`config.mk`:
```
export PLATFORM = sky130hd
export DESIGN_NAME = prime_to_binary_digits_core
export DESIGN_NICKNAME = d
export VERILOG_FILES = /design/src/sv/ptbd_pkg.sv /design/src/sv/prime_to_binary_digits_core.sv /design/src/sv/ptbd_rem.sv
export SDC_FILE = /design/constraint.sdc
export NUM_CORES = 1
export LEC_CHECK = 0
export BUFFER_PORTS_ARGS = -buffer_cell sky130_fd_sc_hd__buf_2
export CAP_MARGIN = 10
export CORE_ASPECT_RATIO = 0.8
export CORE_MARGIN = 2
export CORE_UTILIZATION = 45
export DETAILED_ROUTE_END_ITERATION = 7
export GPL_TIMING_DRIVEN = 0
export PLACE_DENSITY = 0.65
export SYNTH_ARGS = -nofsm -noshare
export SYNTH_HDL_FRONTEND = slang
export SYNTH_SLANG_ARGS = --single-unit
```
`constraint.sdc`:
```
create_clock -name clk -period 6 [get_ports clk]
set_input_delay 0.6 -clock clk [delete_from_list [all_inputs] [get_ports clk]]
set_output_delay 0.6 -clock clk [all_outputs]
set_load 0.02 [all_outputs]
```
`src/sv/ptbd_pkg.sv`:
```
`default_nettype none
// ----------------------------------------------------------------------------
// ptbd_pkg
// Shared types and constants for the prime to binary-digits core.
// ----------------------------------------------------------------------------
package ptbd_pkg;

  localparam int ValueWidth       = 16;
  localparam int ResultWidth      = 48;
  localparam int DefaultValueBits = 16;

  typedef struct packed {
    logic signed [ValueWidth-1:0] value;
    logic                         last;
  } req_t;

  typedef struct packed {
    logic signed [ResultWidth-1:0] result;
    logic                          is_prime;
    logic                          last_out;
  } rsp_t;

  // status from the remainder unit back to the sequencer
  typedef struct packed {
    logic done;
    logic zero;
  } rem_status_t;

endpackage
`default_nettype wire

```
`src/sv/prime_to_binary_digits_core.sv`:
```
`default_nettype none
// ----------------------------------------------------------------------------
// prime_to_binary_digits_core
// Trial-division primality test; primes come out as their binary bits
// written as decimal digits, other values pass through sign-extended.
// ----------------------------------------------------------------------------
// A request is taken when start is high and busy is low; the block then stays
// busy until its single result has been shown. The result appears on rsp,
// marked by done for exactly one cycle, and the receiver cannot stall it.
// Values at or below one show their result in the cycle after the request,
// and the next request can be taken in the cycle after done. Otherwise each
// trial divisor is checked in the bit-serial remainder unit, and up to about
// sqrt(value) divisors are tried; a prime then goes through the digit
// conversion. The worst case is set by the remainder unit processing one bit
// a cycle.
// ----------------------------------------------------------------------------
module prime_to_binary_digits_core #(
  parameter int VALUE_BITS = ptbd_pkg::DefaultValueBits
) (
  input  wire logic           clk,
  input  wire logic           rst,
  input  wire logic           start,
  input  ptbd_pkg::req_t      req,
  output logic                busy,
  output logic                done,
  output ptbd_pkg::rsp_t      rsp
);

  localparam int RW       = ptbd_pkg::ResultWidth;
  localparam int RawWidth = (VALUE_BITS > ptbd_pkg::ValueWidth) ? VALUE_BITS
                                                                 : ptbd_pkg::ValueWidth;
  localparam int DivBits  = VALUE_BITS / 2 + 2;
  localparam int SqBits   = VALUE_BITS + 2;
  localparam int CntWidth = $clog2(VALUE_BITS + 1);

  localparam logic [2:0] ST_IDLE  = 3'd0;
  localparam logic [2:0] ST_CHECK = 3'd1;
  localparam logic [2:0] ST_DIV   = 3'd2;
  localparam logic [2:0] ST_CONV  = 3'd3;
  localparam logic [2:0] ST_DONE  = 3'd4;

  logic [2:0]                   state;
  logic signed [VALUE_BITS-1:0] v;
  logic                         last_r;
  logic [VALUE_BITS-1:0]        n;
  logic [DivBits-1:0]           d;
  logic [SqBits-1:0]            sq;
  logic [RW-1:0]                acc;
  logic [RW-1:0]                acc_next;
  logic [CntWidth-1:0]          cnt;
  logic [RawWidth-1:0]          raw;
  logic signed [VALUE_BITS-1:0] in_v;
  logic [RW-1:0]                in_sext;
  logic [RW-1:0]                v_sext;
  logic                         rem_go;
  ptbd_pkg::rem_status_t        rem_st;
  ptbd_pkg::rsp_t               rsp_r;

  assign raw     = RawWidth'($unsigned(req.value));
  assign in_v    = raw[VALUE_BITS-1:0];
  assign in_sext = {{(RW-VALUE_BITS){in_v[VALUE_BITS-1]}}, in_v};
  assign v_sext  = {{(RW-VALUE_BITS){v[VALUE_BITS-1]}}, v};

  // next decimal digit: acc * 10 + bit
  assign acc_next = (acc << 3) + (acc << 1) + RW'(n[VALUE_BITS-1]);

  assign rem_go = (state == ST_CHECK) && (sq <= SqBits'(n));

  ptbd_rem #(
    .VALUE_BITS (VALUE_BITS),
    .DIV_BITS   (DivBits)
  ) u_rem (
    .clk      (clk),
    .rst      (rst),
    .go       (rem_go),
    .dividend (n),
    .divisor  (d),
    .status   (rem_st)
  );

  always_ff @(posedge clk) begin
    if (rst) begin
      state <= ST_IDLE;
    end else begin
      case (state)
        ST_IDLE: begin
          if (start) begin
            state <= (in_v > $signed(VALUE_BITS'(1))) ? ST_CHECK : ST_DONE;
          end
        end
        ST_CHECK: begin
          state <= rem_go ? ST_DIV : ST_CONV;
        end
        ST_DIV: begin
          if (rem_st.done) begin
            state <= rem_st.zero ? ST_DONE : ST_CHECK;
          end
        end
        ST_CONV: begin
          if (cnt == CntWidth'(1)) begin
            state <= ST_DONE;
          end
        end
        ST_DONE: begin
          state <= ST_IDLE;
        end
        default: begin
          state <= ST_IDLE;
        end
      endcase
    end
  end

  always_ff @(posedge clk) begin
    case (state)
      ST_IDLE: begin
        if (start) begin
          v              <= in_v;
          last_r         <= req.last;
          n              <= in_v;
          d              <= DivBits'(2);
          sq             <= SqBits'(4);
          rsp_r.result   <= in_sext;
          rsp_r.is_prime <= 1'b0;
          rsp_r.last_out <= req.last;
        end
      end
      ST_CHECK: begin
        if (!rem_go) begin
          acc <= '0;
          cnt <= CntWidth'(VALUE_BITS);
        end
      end
      ST_DIV: begin
        if (rem_st.done && !rem_st.zero) begin
          // (d+1)^2 = d^2 + 2d + 1
          sq <= sq + SqBits'({d, 1'b1});
          d  <= d + 1'b1;
        end
      end
      ST_CONV: begin
        acc <= acc_next;
        n   <= {n[VALUE_BITS-2:0], 1'b0};
        cnt <= cnt - 1'b1;
        if (cnt == CntWidth'(1)) begin
          rsp_r.result   <= acc_next;
          rsp_r.is_prime <= 1'b1;
        end
      end
      default: begin
      end
    endcase
  end

  assign busy = (state != ST_IDLE);
  assign done = (state == ST_DONE);
  assign rsp  = rsp_r;

  a_done_one_cycle: assert property (@(posedge clk) disable iff (rst)
    done |=> !done) else $error("done strobe longer than one cycle");

  a_request_makes_busy: assert property (@(posedge clk) disable iff (rst)
    start && !busy |=> busy) else $error("request accepted but block not busy");

  a_rem_done_in_div: assert property (@(posedge clk) disable iff (rst)
    rem_st.done |-> state == ST_DIV) else $error("remainder finished outside divide");

  a_passthrough_value: assert property (@(posedge clk) disable iff (rst)
    done && !rsp.is_prime |-> rsp.result == v_sext)
    else $error("non-prime result differs from input");

  a_last_echo: assert property (@(posedge clk) disable iff (rst)
    done |-> rsp.last_out == last_r) else $error("last marker not echoed");

endmodule
`default_nettype wire

```
`src/sv/ptbd_rem.sv`:
```
`default_nettype none
// ----------------------------------------------------------------------------
// ptbd_rem
// Bit-serial restoring remainder unit: one dividend bit per cycle.
// ----------------------------------------------------------------------------
module ptbd_rem #(
  parameter int VALUE_BITS = ptbd_pkg::DefaultValueBits,
  parameter int DIV_BITS   = VALUE_BITS / 2 + 2
) (
  input  wire logic                     clk,
  input  wire logic                     rst,
  input  wire logic                     go,
  input  wire logic [VALUE_BITS-1:0]    dividend,
  input  wire logic [DIV_BITS-1:0]      divisor,
  output ptbd_pkg::rem_status_t         status
);

  localparam int CntWidth = $clog2(VALUE_BITS + 1);

  logic                  running;
  logic [CntWidth-1:0]   cnt;
  logic [VALUE_BITS-1:0] sh;
  logic [DIV_BITS-1:0]   dv;
  logic [DIV_BITS-1:0]   r;
  logic [DIV_BITS:0]     r_shift;
  logic [DIV_BITS-1:0]   r_next;
  logic                  done_r;
  logic                  zero_r;

  // partial remainder stays below the divisor, so the shifted value fits one more bit
  always_comb begin
    r_shift = {r, sh[VALUE_BITS-1]};
    if (r_shift >= {1'b0, dv}) begin
      r_next = DIV_BITS'(r_shift - {1'b0, dv});
    end else begin
      r_next = r_shift[DIV_BITS-1:0];
    end
  end

  always_ff @(posedge clk) begin
    if (rst) begin
      running <= 1'b0;
      cnt     <= '0;
      done_r  <= 1'b0;
    end else begin
      done_r <= 1'b0;
      if (go) begin
        running <= 1'b1;
        cnt     <= CntWidth'(VALUE_BITS);
      end else if (running) begin
        cnt <= cnt - 1'b1;
        if (cnt == CntWidth'(1)) begin
          running <= 1'b0;
          done_r  <= 1'b1;
        end
      end
    end
  end

  always_ff @(posedge clk) begin
    if (go) begin
      sh <= dividend;
      dv <= divisor;
      r  <= '0;
    end else if (running) begin
      sh     <= {sh[VALUE_BITS-2:0], 1'b0};
      r      <= r_next;
      zero_r <= (r_next == '0);
    end
  end

  assign status = '{done: done_r, zero: zero_r};

endmodule
`default_nettype wire
```
=== After elaboration in Yosys (flattened, before gate mapping) ===
Index checks and enable logic that the tools add are counted.

* ROM bits: 0
* Memories kept: 0
* Logic and storage cells: 90
* Output and inout port bits: 52
* Bits in registers: 193
* Bits in latches: 0
* Input port bits: 20
* Bits in writable memories: 0

* Multiply operators: 0
* Eq/ne operators: 11
* Add/sub/neg operators: 7
* Bitwise logic cells: 2
* Shifts and indexed selects: 0
* Div/mod/pow operators: 0
* Reductions and logical operators: 19
* Order comparisons: 3
* Muxes and demuxes: 31

{| class="wikitable"
|+ Operators by type and width
! kind !! count
|-
| 49-bit case mux with 2 select lines || 1
|-
| 47-bit case mux with 2 select lines || 1
|-
| 50-bit two-way mux || 1
|-
| 49-bit two-way mux || 1
|-
| 48-bit by 1-bit adder with 48-bit output || 1
|-
| 48-bit adder || 1
|-
| 16-bit two-way mux || 3
|-
| 47-bit two-way mux || 1
|-
| 18-bit two-way mux || 2
|-
| 18-bit case mux with 2 select lines || 1
|-
| 16-bit case mux with 2 select lines || 1
|-
| 10-bit two-way mux || 3
|-
| 10-bit case mux with 2 select lines || 1
|-
| 18-bit by 11-bit adder with 18-bit output || 1
|-
| 18-bit by 16-bit <= comparator with 1-bit output || 1
|-
| 16-bit by 2-bit > comparator with 1-bit output (second input constant) || 1
|-
| 3-bit two-way mux || 5
|-
| 5-bit two-way mux || 3
|-
| 3-bit case mux with 4 select lines || 1
|-
| 11-bit by 10-bit greater-or-equal comparator with 1-bit output || 1
|-
| 10-bit by 1-bit adder with 10-bit output (second input constant) || 1
|-
| 5-bit by 1-bit equality test with 1-bit output (second input constant) || 2
|-
| 10-bit logical NOT || 1
|-
| 5-bit case mux with 2 select lines || 1
|-
| 18 further kinds || 37
|}

=== Longest topological paths before layout ===
Gate-level depths: netlist (run 1).

* Depth after elaboration: 4
* Depth in mapped cells: 12
* Depth with buffers taken out: 12

=== Modules after synthesis ===
A second synthesis (run 1) with hierarchy kept.

* Cells, all modules: 1146
* Area, all modules: 11797.6 um^2

{| class="wikitable"
|+ Modules (own cells, without submodules)
! module !! cells each !! area an instance (um^2) !! instances !! seq. area each (um^2)
|-
| prime_to_binary_digits_core || 924 || 9389.0 || 1 || 4444.3
|-
| ptbd_rem || 222 || 2408.6 || 1 || 1151.1
|}

=== Worst setup path before layout (run 1) ===
Ideal clock, no wire load.

* Kind: reg2reg
* From: reg sq[11]
* To: reg acc[0] (enable)
* Data arrival time: 3768 ps
* Setup time: 462 ps
* Data required time: 5538 ps
* Buffers on the path: 0
* Stages on the path, launching flop included: 8
* Period minus slack after synthesis: 4230 ps
* Setup slack: 1770 ps
* Cell sequence: edfxtp_1 -> ha_1 -> nand4_1 -> nor4_1 -> a2111oi_0 -> a21oi_1 -> nor2_1 -> nor2_1

* Longest elaborated chain between the ends: 4

{| class="wikitable"
|+ RTL lines
! what !! line !! text
|-
| start, declared || prime_to_binary_digits_core.sv:47 || <nowiki>logic [SqBits-1:0] sq;</nowiki>
|-
| start signal, assigned || prime_to_binary_digits_core.sv:122 || <nowiki>sq <= SqBits'(4);</nowiki>
|-
| start signal, assigned || prime_to_binary_digits_core.sv:137 || <nowiki>sq <= sq + SqBits'({d, 1'b1});</nowiki>
|-
| 18-bit by 16-bit <= comparator with 1-bit output || prime_to_binary_digits_core.sv:67 || <nowiki>assign rem_go = (state == ST_CHECK) && (sq <= SqBits'(n));</nowiki>
|-
| 1-bit logical AND || prime_to_binary_digits_core.sv:67 ||
|-
| 2-bit inequality test (no source line) || -- ||
|-
| 2-bit AND reduction (no source line) || -- ||
|-
| end signal, assigned || prime_to_binary_digits_core.sv:142 || <nowiki>acc <= acc_next;</nowiki>
|-
| end, declared || prime_to_binary_digits_core.sv:48 || <nowiki>logic [RW-1:0] acc;</nowiki>
|}

Every way passes these cells.
A chain may end at the register's enable or synchronous reset.

=== Worst setup path in the final report (run 1) ===
* From: reg sq[3]
* To: reg u_rem.sh[10] (enable)

* Longest elaborated chain between the ends: 3

{| class="wikitable"
|+ RTL lines
! what !! line !! text
|-
| 18-bit by 16-bit <= comparator with 1-bit output || prime_to_binary_digits_core.sv:67 ||
|-
| 1-bit logical AND || prime_to_binary_digits_core.sv:67 ||
|-
| 2-bit nonzero test (no source line) || -- ||
|-
| end signal, assigned || ptbd_rem.sv:62 || <nowiki>sh <= dividend;</nowiki>
|-
| end signal, assigned || ptbd_rem.sv:66 || <nowiki>sh <= {sh[VALUE_BITS-2:0], 1'b0};</nowiki>
|-
| end, declared || ptbd_rem.sv:22 || <nowiki>logic [VALUE_BITS-1:0] sh;</nowiki>
|}

Every way passes these cells.

==> results of run 1 <==
worst paths after layout:
kind,to,slack (ps),depth (start not counted)
hold / removal,rsp[0],320,1
setup reg to reg,u_rem.sh[10],2560,10
setup / recovery,u_rem.sh[10],2560,10
hold reg to reg,u_rem.cnt[1],520,2
registers in the layout, summed over array words and instances (netlist names):
register,cells
sq,18
d,10
u_rem.dv,10
n,16
cnt,5
u_rem.done_r,1
u_rem.cnt,5
u_rem.r,10
acc,47
u_rem.sh,16
state,3
u_rem.running,1
rsp,50
u_rem.zero_r,1
stage by stage:
step | hold WS, ps | cell area (sq um) | utilization (%)
finish | 323.1 | 12950 | 51.42
global route | 309.3 | 12940 | 51.41
CTS | 311.2 | 12940 | 51.41
detailed placement | 504.1 | 12350 | 49.03
global placement | 488.2 | 12270 | 48.71
floorplan | 466.6 | 11500 | -
metal layers:
metal	GRT usage, %	routed length, um	vias to the layer above	part of all wire (%)
met3	4.760	1993	22	6.9
li1	-	-	4219	-
met2	29.58	11360	274	40
met5	0	0	-	0
met4	4.476	264	0	0.92
met1	35.19	15070	4258	53
power by group through the flow:
stage	Sequential [mW]	Clock, mW	Combinational [mW]
after global placement	2.38	0	3.03
after CTS	2.33	1.20	3.16
after global routing	2.38	1.25	3.53
final	2.34	1.18	3.19
after floorplan	2.45	0	2.17
after detailed placement	2.35	0	3.13
placed cells by master, fill, tap and decap left out, types with 6 or more instances in the layout:
cell | Yosys | final
and2_1 | 23 | 22
clkbuf_1 | 26 | 26
a31oi_1 | 6 | 6
inv_1 | 55 | 55
a21oi_1 | 65 | 65
dfxtp_1 | 20 | 20
nor2b_1 | 7 | 7
mux2i_1 | 9 | 9
mux2_2 | 13 | 13
clkbuf_16 | 0 | 17
nand2b_1 | 8 | 8
and3_1 | 10 | 10
buf_2 | 6 | 77
xnor2_1 | 36 | 36
ha_1 | 85 | 85
or2_2 | 20 | 20
nand2_1 | 69 | 69
nand3_1 | 17 | 17
o21a_1 | 9 | 9
nor2_1 | 120 | 119
o21ai_0 | 69 | 69
o211ai_1 | 6 | 6
or3_1 | 7 | 7
a211oi_1 | 14 | 14
xor2_1 | 29 | 29
nor4_1 | 7 | 7
edfxtp_1 | 173 | 173
a21o_1 | 54 | 54
nand4_1 | 15 | 15
nor3_1 | 25 | 24
worst max-delay path, stage by stage, from the launching register on:
cell       delay, ps
edfxtp_1         430
ha_1             320
a21o_1           180
a21o_1           170
a21oi_1          140
o211ai_1         120
a2111oi_0        440
a21oi_1          230
nor3_4           340
buf_4            270
or2_2            420
final cells by class:
class	count	area [sq um]	share of cell area [%]
multi-input combinational	809	5565	42.99
inverter	55	206.4	1.595
clock inverter	15	172.7	1.334
clock buffer	17	425.4	3.286
timing repair buffer	75	421.7	3.257
buffer	36	151.4	1.169
antenna	1	2.502	0.01933
tap	324	405.4	3.131
sequential	193	5595	43.22
logic make-up after synthesis:
group,after synthesis
AND/OR/NAND/NOR,340
adder cells (fa/ha/maj),88
XOR/XNOR,65
flip-flops,193
multiplexers,24
AO/OA/AOI/OAI,292
buffers and inverters,91
==> results.md, run 1 <==
* Outcome: finished, final reports clean
* Clock latency at the later pin of the worst-skew pair at ~450 ps
* Port Buf Inserts at 71
* Max clock buf depth at 2
* Grt ovf at 0
* Synth Net Count at 1201
* Post-CTS sizing at 0
* Setup crit end kind: register
* Antenna viol nets, final at 0
* Synth cell count leaders: edfxtp_1, nor2_1, ha_1, nand2_1, o21ai_0
* Tcrit/Tclk final at between 50% and 60%
* Largest net degree at the start of global routing at 35
* Post-CTS setup buffers at 0
* WL/cell at around 19 um
* Reg power frac at 34.8%
* Post-synthesis cell type count at 72
* Fill cells at ~2.2k
* Worst EP required at slightly above 6000 ps
* Top cell type by total area after synthesis: edfxtp_1
* Slew Viols, Final at 0
* Post-synthesis instance total at about 1.1k
* Setup Skew at 17.20 ps
* Multiplexer share of the synthesized area at under 10%
* Layout area overhead at 12.53%
* Count leader, synth: edfxtp_1
* RSZ-0062 raised after global routing: false
* Combinational share of power at about 48%
* Post-DP HPWL at 21.29 mm
* Sink Count at just under 200
* Final hold vios at 0
* I/O pin total at 72
* Warnings, synthesis at 0
* Vias in the first global route at approximately 8.1k
* Mapped cell area at about 12000 sq um
* Syn Area/Cell at roughly 11 sq um
* Data arrival time of the worst path at between 3000 and 4000 ps
* Layout cells sized above 1 at 14.83%
* Count of state elements after synthesis at 193
* Post-Synth XOR/XNOR Area at between 4 and 5%
* Clk pwr share at 17.6%
* Initial core utilization at 45.69%
* Via count at 8773
* Synth Flop Type: edfxtp_1
* Final WS setup at ~2600 ps
* Sw Pwr at around 2.9 mW
* Gpl congestion at 0.9448
* Startpoint Class: register
* Core area at ~25000 sq um
* Final Routed Wirelength at roughly 29 mm
* Layout Cells excl Fill at around 1.5k
* Max IR drop VDD at 0.0002459 V
* Post-DR vias/cell at about 5.8
* Synth area leaders: edfxtp_1, ha_1, nor2_1
* Yosys top cell area share at 45.15%
* Worst hold start: req[0]
* Placement Setup Slack at ~2600 ps
* Crit Path Max Fanout at 16
* Number of synthesized flops with an enable pin at between 150 and 200
* Final min period at roughly 3400 ps
* # setup viols final at 0
* Die W at ~180 um
* # hold bufs at CTS at 0
* Worst-margin pin slew at 869.2 ps
* First DRT Iteration DRCs at a little under 900
* Overall Power at 6.708 mW
* CTS tree: done
* Synth Area in Simple Gates at about 14%
* Hold/Removal Path Class: input pin to register
* GRT Util Overall at about 22%
* Root Buffer: clkbuf_16
* First-pass GRT wire length at around 45 mm
* Synth Area in Adders at under 10%
* Height of the die at between 100 and 150 um
* Cell Count Post-Placement at 1492
* Largest family of logic cells by synthesized area: compound AO/OA/AOI/OAI gates
* Nets at 1295
* Switching Share at 42.73%
* H-tree Lvls at 4
* Total die area at about 27000 sq um
* Row count at 52
* Compound-gate portion of the synthesized area at approximately 17%
* TritonRoute pass-1 iters at 5
* Worst R2R Start: sq[3]
* Reg clk slew, reported paths at around 80 ps
* Register area share after synthesis at about half
* DRC at 0
* Antenna violations before repair at 2
* Post-synthesis async set-or-reset flop share at 0%
* Int Power at about 3.8 mW
* Setup_tns at 0 ps
* WS Path Type: register to register
* Inserted Clock Buffers at 17
* Max Cap Viol at 0
* PwrDens at 518.1 nW/um^2
* Max_slew headroom at about two fifths
* Fmax at 291.0 MHz
* Static Leak at 5.315 nW
* CP startpoint: sq[3]
(Power assumes the default switching activity.)
==> run 2, diff against run 1 <==
Clock period 6 ns to 3.54 ns, I/O delays scaled along.
==> run 2 against run 1 <==
Against the previous run:
- sequential share of layout area barely moved
- final cell count is 0.13% higher
- largest cell class unchanged
- clock skew decreased by 6.0 ps
- register-to-register slack worse by 2400 ps
- largest power group unchanged
- routed wire length is 0.47% lower
- design area about the same
- first-iteration DRC count fell by 5.7%
- non-clock buffer count stayed put
- maximum frequency increased by 1.6%
- die area unchanged
- sequential power grew 69%
==> results.md, run 2 (synthesis results as in run 1) <==
* Post-DR vias/cell at 5.731 (was 5.753)
* Switching Share at 42.84% (was 42.73%)
* Inserted Clock Buffers at 17 (unchanged)
* Final min period at 3382 ps (was 3437 ps)
* Int Power at 6.467 mW (was 3.842 mW)
* Height of the die at 147.0 um (unchanged)
* PwrDens at 873.8 nW/um^2 (was 518.1 nW/um^2)
* GRT Util Overall at 21.89% (was 21.82%)
* Static Leak at 5.307 nW (was 5.315 nW)
* Startpoint Class: register (unchanged)
* Worst EP required at 3690 ps (was 6090 ps)
* Combinational share of power at 48.0% (was 47.5%)
* WL/cell at 18.70 um (was 18.82 um)
* Layout area overhead at 12.54% (was 12.53%)
* Placement Setup Slack at 193.2 ps (was 2640 ps)
* CTS tree: done (unchanged)
* RSZ-0062 raised after global routing: false (unchanged)
* Layout cells sized above 1 at 15.00% (was 14.83%)
* First DRT Iteration DRCs at 818 (was 867)
* Post-DP HPWL at 21.34 mm (was 21.29 mm)
* First-pass GRT wire length at 45.73 mm (was 45.44 mm)
* Die W at 182.8 um (unchanged)
* Setup crit end kind: register (unchanged)
* Most frequent CP cell: o21ai_1
* Most common cell after layout, fill and taps aside: edfxtp_1 (unchanged)
* Via count at 8751 (was 8773)
* Outcome: finished, final reports clean (unchanged)
* Slowest CP cell: fa_1 (was a2111oi_0)
* Final hold vios at 0 (unchanged)
* Core area at 25180 sq um (unchanged)
* Port Buf Inserts at 71 (unchanged)
* WS Path Type: register to register (unchanged)
* Total die area at 26870 sq um (unchanged)
* Worst-margin pin slew at 819.4 ps (was 869.2 ps)
* Fin Hold WS at 86.70 ps (was 323.1 ps)
* CP max stage delay at 450 ps (was 440 ps)
* Max clock buf depth at 2 (unchanged)
* Setup Skew at 11.23 ps (was 17.20 ps)
* # hold bufs at CTS at 0 (unchanged)
* Max Cap Viol at 0 (unchanged)
* Slew Viols, Final at 0 (unchanged)
* Final WS setup at 158.5 ps (was 2563 ps)
* Crit Path Max Fanout at 3 (was 16)
* Antenna violations before repair at 1 (was 2)
* Final Routed Wirelength at 28.56 mm (was 28.69 mm)
* Antenna viol nets, final at 0 (unchanged)
* CP Cell Sequence: ha_1 > fa_1 > a211oi_2 > o21ai_1 > and4b_2 > o31a_1 > o21ba_1 > o21a_1 > a211o_1 > xnor2_1 > o21ai_1 (was ha_1 > a21o_1 > a21o_1 > a21oi_1 > o211ai_1 > a2111oi_0 > a21oi_1 > nor3_4 > buf_4 > or2_2)
* DRC at 0 (unchanged)
* Max_slew headroom at 44.95% (was 41.74%)
* I/O pin total at 72 (unchanged)
* Most frequent cells in the layout: edfxtp_1, nor2_1, ha_1, buf_2 (unchanged)
* Max IR drop VDD at 0.0004462 V (was 0.0002459 V)
* Sw Pwr at 4.847 mW (was 2.866 mW)
* Largest register FFs at 50 (unchanged)
* Row count at 52 (unchanged)
* Gpl congestion at 0.9139 (was 0.9448)
* Vias in the first global route at 8320 (was 8116)
* Largest net degree at the start of global routing at 34 (was 35)
* Layout Cells excl Fill at 1527 (was 1525)
* Nets at 1295 (unchanged)
* Root Buffer: clkbuf_16 (unchanged)
* # setup viols final at 0 (unchanged)
* Reg power frac at 34.9% (was 34.8%)
* Fmax at 295.7 MHz (was 291.0 MHz)
* Hold/Removal Path Class: input pin to register (unchanged)
* Reg clk slew, reported paths at 80 ps (about the same)
* Data arrival time of the worst path at 3530 ps (about the same)
* Sink Count at 193 (unchanged)
* TritonRoute pass-1 iters at 5 (unchanged)
* Initial core utilization at 45.69% (unchanged)
* Clk pwr share at 17.1% (was 17.6%)
* H-tree Lvls at 4 (unchanged)
* Tcrit/Tclk final at 95.52% (was 57.28%)
* Cell Count Post-Placement at 1492 (unchanged)
* Grt ovf at 0 (unchanged)
* Clock latency at the later pin of the worst-skew pair at 450 ps (about the same)
run 2: changes by cell type in the layout (fill, tap and decap cells not counted), sizes merged:
| cell | previous run | this run |
|---|---|---|
| bufinv | 1 | 0 |
| clkbuf | 44 | 45 |
| clkinvlp | 0 | 1 |
| diode | 1 | 3 |
| inv | 63 | 62 |
run 2: layout make-up:
class / count / area, sq um
well taps: 324 / 405.4
diodes: 3 / 7.507
inverters: 55 / 206.4
fillers: 2243 / 12230
repair buffers: 75 / 425.4
clock buffers: 18 / 439.2
plain buffers: 36 / 151.4
clock inverters: 14 / 146.4
flip-flops and latches: 193 / 5595
multi-input cells: 809 / 5570
run 2: repair_timing:
item	in CTS	in global routing
gates resized for setup	0	2
endpoints found under the setup margin	0	17
setup buffers	0	0
endpoints found under the hold margin	0	0
run 2: worst max-delay path: cells and delay by family (launching register included):
family / cells / cell delay (ps)
XOR/XNOR: 1 / 150
AND/OR/NAND/NOR: 1 / 270
adder cells (fa/ha/maj): 2 / 720
flip-flops: 1 / 410
AO/OA/AOI/OAI: 7 / 1540
run 2: final timing paths:
| kind | startpoint | endpoint | slack (ps) | cells past startpoint |
|---|---|---|---|---|
| setup / recovery | acc[0] | rsp[49] | 160 | 11 |
| hold / removal | req[0] | rsp[0] | 90 | 1 |
| hold reg to reg | u_rem.cnt[1] | u_rem.cnt[1] | 520 | 2 |
| setup reg to reg | acc[0] | rsp[49] | 160 | 11 |
run 2: power groups by stage:
stage	Clock [mW]	Sequential (mW)	Combinational [mW]
after floorplan	0	4.14	3.68
after global placement	0	4.03	5.13
after detailed placement	0	3.98	5.32
after CTS	1.96	3.95	5.37
after global routing	2.05	4.04	6.01
final	1.93	3.95	5.43
run 2: per-layer routing:
| layer | GRT usage [%] | routed length (um) | vias up |
|---|---|---|---|
| li1 | - | - | 4214 |
| met1 | 35.46 | 14730 | 4177 |
| met2 | 29.66 | 11180 | 328 |
| met3 | 3.867 | 2160 | 32 |
| met4 | 5.685 | 494 | 0 |
| met5 | 0 | 0 | - |
run 2: stage by stage:
| step | total power, mW | setup TNS [ps] | instance area [sq um] | util [%] |
|---|---|---|---|---|
| 4_1_cts | 11.28 | 0 | 12930 | 51.37 |
| 6_report | 11.31 | 0 | 12950 | 51.42 |
| 3_5_place_dp | 9.301 | 0 | 12350 | 49.05 |
| 5_1_grt | 12.10 | 0 | 12940 | 51.40 |
| 3_3_place_gp | 9.156 | -98880 | 12270 | 48.72 |
| 2_1_floorplan | 7.819 | 0 | 11510 | - |
==> run 3, diff against run 2 <==
Settings changed: CORE_ASPECT_RATIO 0.8 to unset.
==> run 3 against run 2 <==
Against the previous run:
- critical path depth unchanged
- worst hold slack worse by 10 ps
- flip-flop and latch count unchanged
- via count down 1.6%
- combinational power fell by 2%
- non-clock buffer count did not move
- largest cell class unchanged
- highest routed layer unchanged
==> results.md, run 3 (synthesis results as in run 1) <==
* # setup viols final at 0 (unchanged)
* Final min period at 3360 ps (was 3382 ps)
* Data arrival time of the worst path at 3550 ps (was 3530 ps)
* Post-CTS setup buffers at 0 (unchanged)
* Worst Path Buf+Inv at 0 (unchanged)
* Port Buf Inserts at 71 (unchanged)
* GRT Util Overall at 21.05% (was 21.89%)
* Antenna viol nets, final at 0 (unchanged)
* Most frequent cells in the layout: edfxtp_1, nor2_1, ha_1, buf_2 (unchanged)
* R2R cell count at 11 (unchanged)
* Layout area overhead at 12.42% (was 12.54%)
* Worst hold start: req[0] (unchanged)
* Final core utilization at 51.51% (was 51.42%)
* Endpoint, Worst Hold: rsp[0] (unchanged)
* Vias in the first global route at 8346 (was 8320)
* Total die area at 26860 sq um (was 26870 sq um)
* Fin Hold WS at 76.59 ps (was 86.70 ps)
* CP startpoint: acc[2] (was acc[0])
* Cell Count Post-Placement at 1498 (was 1492)
* Fill cells at 2308 (was 2243)
* First DRT Iteration DRCs at 566 (was 818)
* WS Path Type: register to register (unchanged)
* Setup crit end kind: register (unchanged)
* Height of the die at 163.9 um (was 147.0 um)
* Largest register FFs at 50 (unchanged)
* Startpoint Class: register (unchanged)
* Antenna violations before repair at 0 (was 1)
* Slew Viols, Final at 0 (unchanged)
* CTS tree: done (unchanged)
* Worst EP required at 3730 ps (was 3690 ps)
* Inserted Clock Buffers at 17 (unchanged)
* Crit Path Max Fanout at 4 (was 3)
* Fmax at 297.6 MHz (was 295.7 MHz)
* WL/cell at 18.11 um (was 18.70 um)
* Post-CTS sizing at 0 (unchanged)
* Largest net degree at the start of global routing at 30 (was 34)
* Internal reg-to-reg setup slack at 180 ps (was 160 ps)
* Final hold vios at 0 (unchanged)
* Reg clk slew, reported paths at 90 ps (was 80 ps)
* Static Leak at 5.310 nW (was 5.307 nW)
* I/O pin total at 72 (unchanged)
* Max_slew headroom at 34.35% (was 44.95%)
* Gpl congestion at 0.8897 (was 0.9139)
* TritonRoute pass-1 iters at 4 (was 5)
* First-pass GRT wire length at 43.77 mm (was 45.73 mm)
* Max IR drop VDD at 0.0004425 V (was 0.0004462 V)
* Max Cap Viol at 0 (unchanged)
* Area occupied by multi-input gates at 5567 sq um (was 5570 sq um)
* Initial core utilization at 45.82% (was 45.69%)
* Root Buffer: clkbuf_16 (unchanged)
* Overall Power at 11.22 mW (was 11.31 mW)
* Final Routed Wirelength at 27.71 mm (was 28.56 mm)
* Setup Skew at 21.69 ps (was 11.23 ps)
* Reg2Reg Capture Point: rsp[27] (was rsp[49])
* Die W at 163.9 um (was 182.8 um)
* Post-DR vias/cell at 5.629 (was 5.731)
* DRC at 0 (unchanged)
* CP top delay family: simple AND/OR/NAND/NOR gates (was compound AO/OA/AOI/OAI gates)
* Worst R2R Start: acc[2] (was acc[0])
* # hold bufs at CTS at 0 (unchanged)
* Hold/Removal Path Class: input pin to register (unchanged)
* Storage element area at 5595 sq um (unchanged)
* N_diodes at 0 (was 3)
* RSZ-0062 raised after global routing: false (unchanged)
* PwrDens at 867.8 nW/um^2 (was 873.8 nW/um^2)
* Layout cells sized above 1 at 14.92% (was 15.00%)
* Cell count of the worst hold path at 1 (unchanged)
* Stages on worst setup path at 11 (unchanged)
* Slowest CP cell: fa_1 (unchanged)
* Max clock buf depth at 2 (unchanged)
* Core area at 25110 sq um (was 25180 sq um)
* CP Cell Sequence: ha_1 > fa_1 > a211oi_2 > o21ai_1 > and4b_2 > o31a_1 > nor2_1 > o21ai_0 > xnor2_1 > nor2_1 > or2_2 (was ha_1 > fa_1 > a211oi_2 > o21ai_1 > and4b_2 > o31a_1 > o21ba_1 > o21a_1 > a211o_1 > xnor2_1 > o21ai_1)
* Sink Count at 193 (unchanged)
* Clock latency at the later pin of the worst-skew pair at 450 ps (about the same)
* Most frequent CP cell: nor2_1 (was o21ai_1)
* Grt ovf at 0 (unchanged)
* Most common cell after layout, fill and taps aside: edfxtp_1 (unchanged)
* Row count at 58 (was 52)
* Layout Cells excl Fill at 1530 (was 1527)
* CP max stage delay at 460 ps (was 450 ps)
* Post-DP HPWL at 20.77 mm (was 21.34 mm)
* H-tree Lvls at 4 (unchanged)
* Via count at 8613 (was 8751)
* Worst-margin pin slew at 977.3 ps (was 819.4 ps)
* Outcome: finished, final reports clean (unchanged)
* Tcrit/Tclk final at 94.93% (was 95.52%)
* Nets at 1295 (unchanged)
-- run 3: through the flow --
step,cell area (sq um),setup TNS (ps),setup WS (ps)
global route,12930,0,25.93
finish,12930,0,179.7
CTS,12930,0,102.2
detailed placement,12350,0,111.4
global placement,12280,-104500,-950.4
floorplan,11510,0,167.5
-- run 3: layout make-up --
type / count / share of cell area [%]
inverter: 55 / 1.596
tap: 330 / 3.192
clock inverter: 15 / 1.219
sequential: 193 / 43.26
clock buffer: 17 / 3.289
buffer: 36 / 1.171
multi-input combinational: 809 / 43.04
timing repair buffer: 75 / 3.231
-- run 3: worst max-delay path by stage --
stage                   end  slack [ps]
finish              rsp[27]         180
global route        rsp[27]          30
CTS                 rsp[27]         100
detailed placement  rsp[19]         110
global placement    acc[34]        -950
floorplan            acc[0]         170
-- run 3: report_power, final --
group          leakage [nW]  total (mW)  switching [mW]  internal, mW
registers              1.81        3.95           0.484          3.46
logic                  3.21        5.32            3.29          2.03
clock network         0.288        1.96            1.00         0.952
total                  5.31        11.2            4.78          6.45
-- run 3: per-layer routing --
| layer | wire length [um] | track usage (%) | up-vias |
|---|---|---|---|
| met5 | 0 | 0 | - |
| met3 | 1054 | 2.904 | 59 |
| met4 | 1008 | 8.971 | 0 |
| met2 | 13660 | 36.59 | 212 |
| met1 | 11990 | 26.23 | 4139 |
| li1 | - | - | 4203 |
-- run 3: worst register-to-register path: stages (launching register included) --
cell      delay (ps)
edfxtp_1         420
ha_1             260
fa_1             460
a211oi_2         230
o21ai_1          160
and4b_2          260
o31a_1           310
nor2_1           360
o21ai_0          170
xnor2_1          150
nor2_1            70
or2_2            270
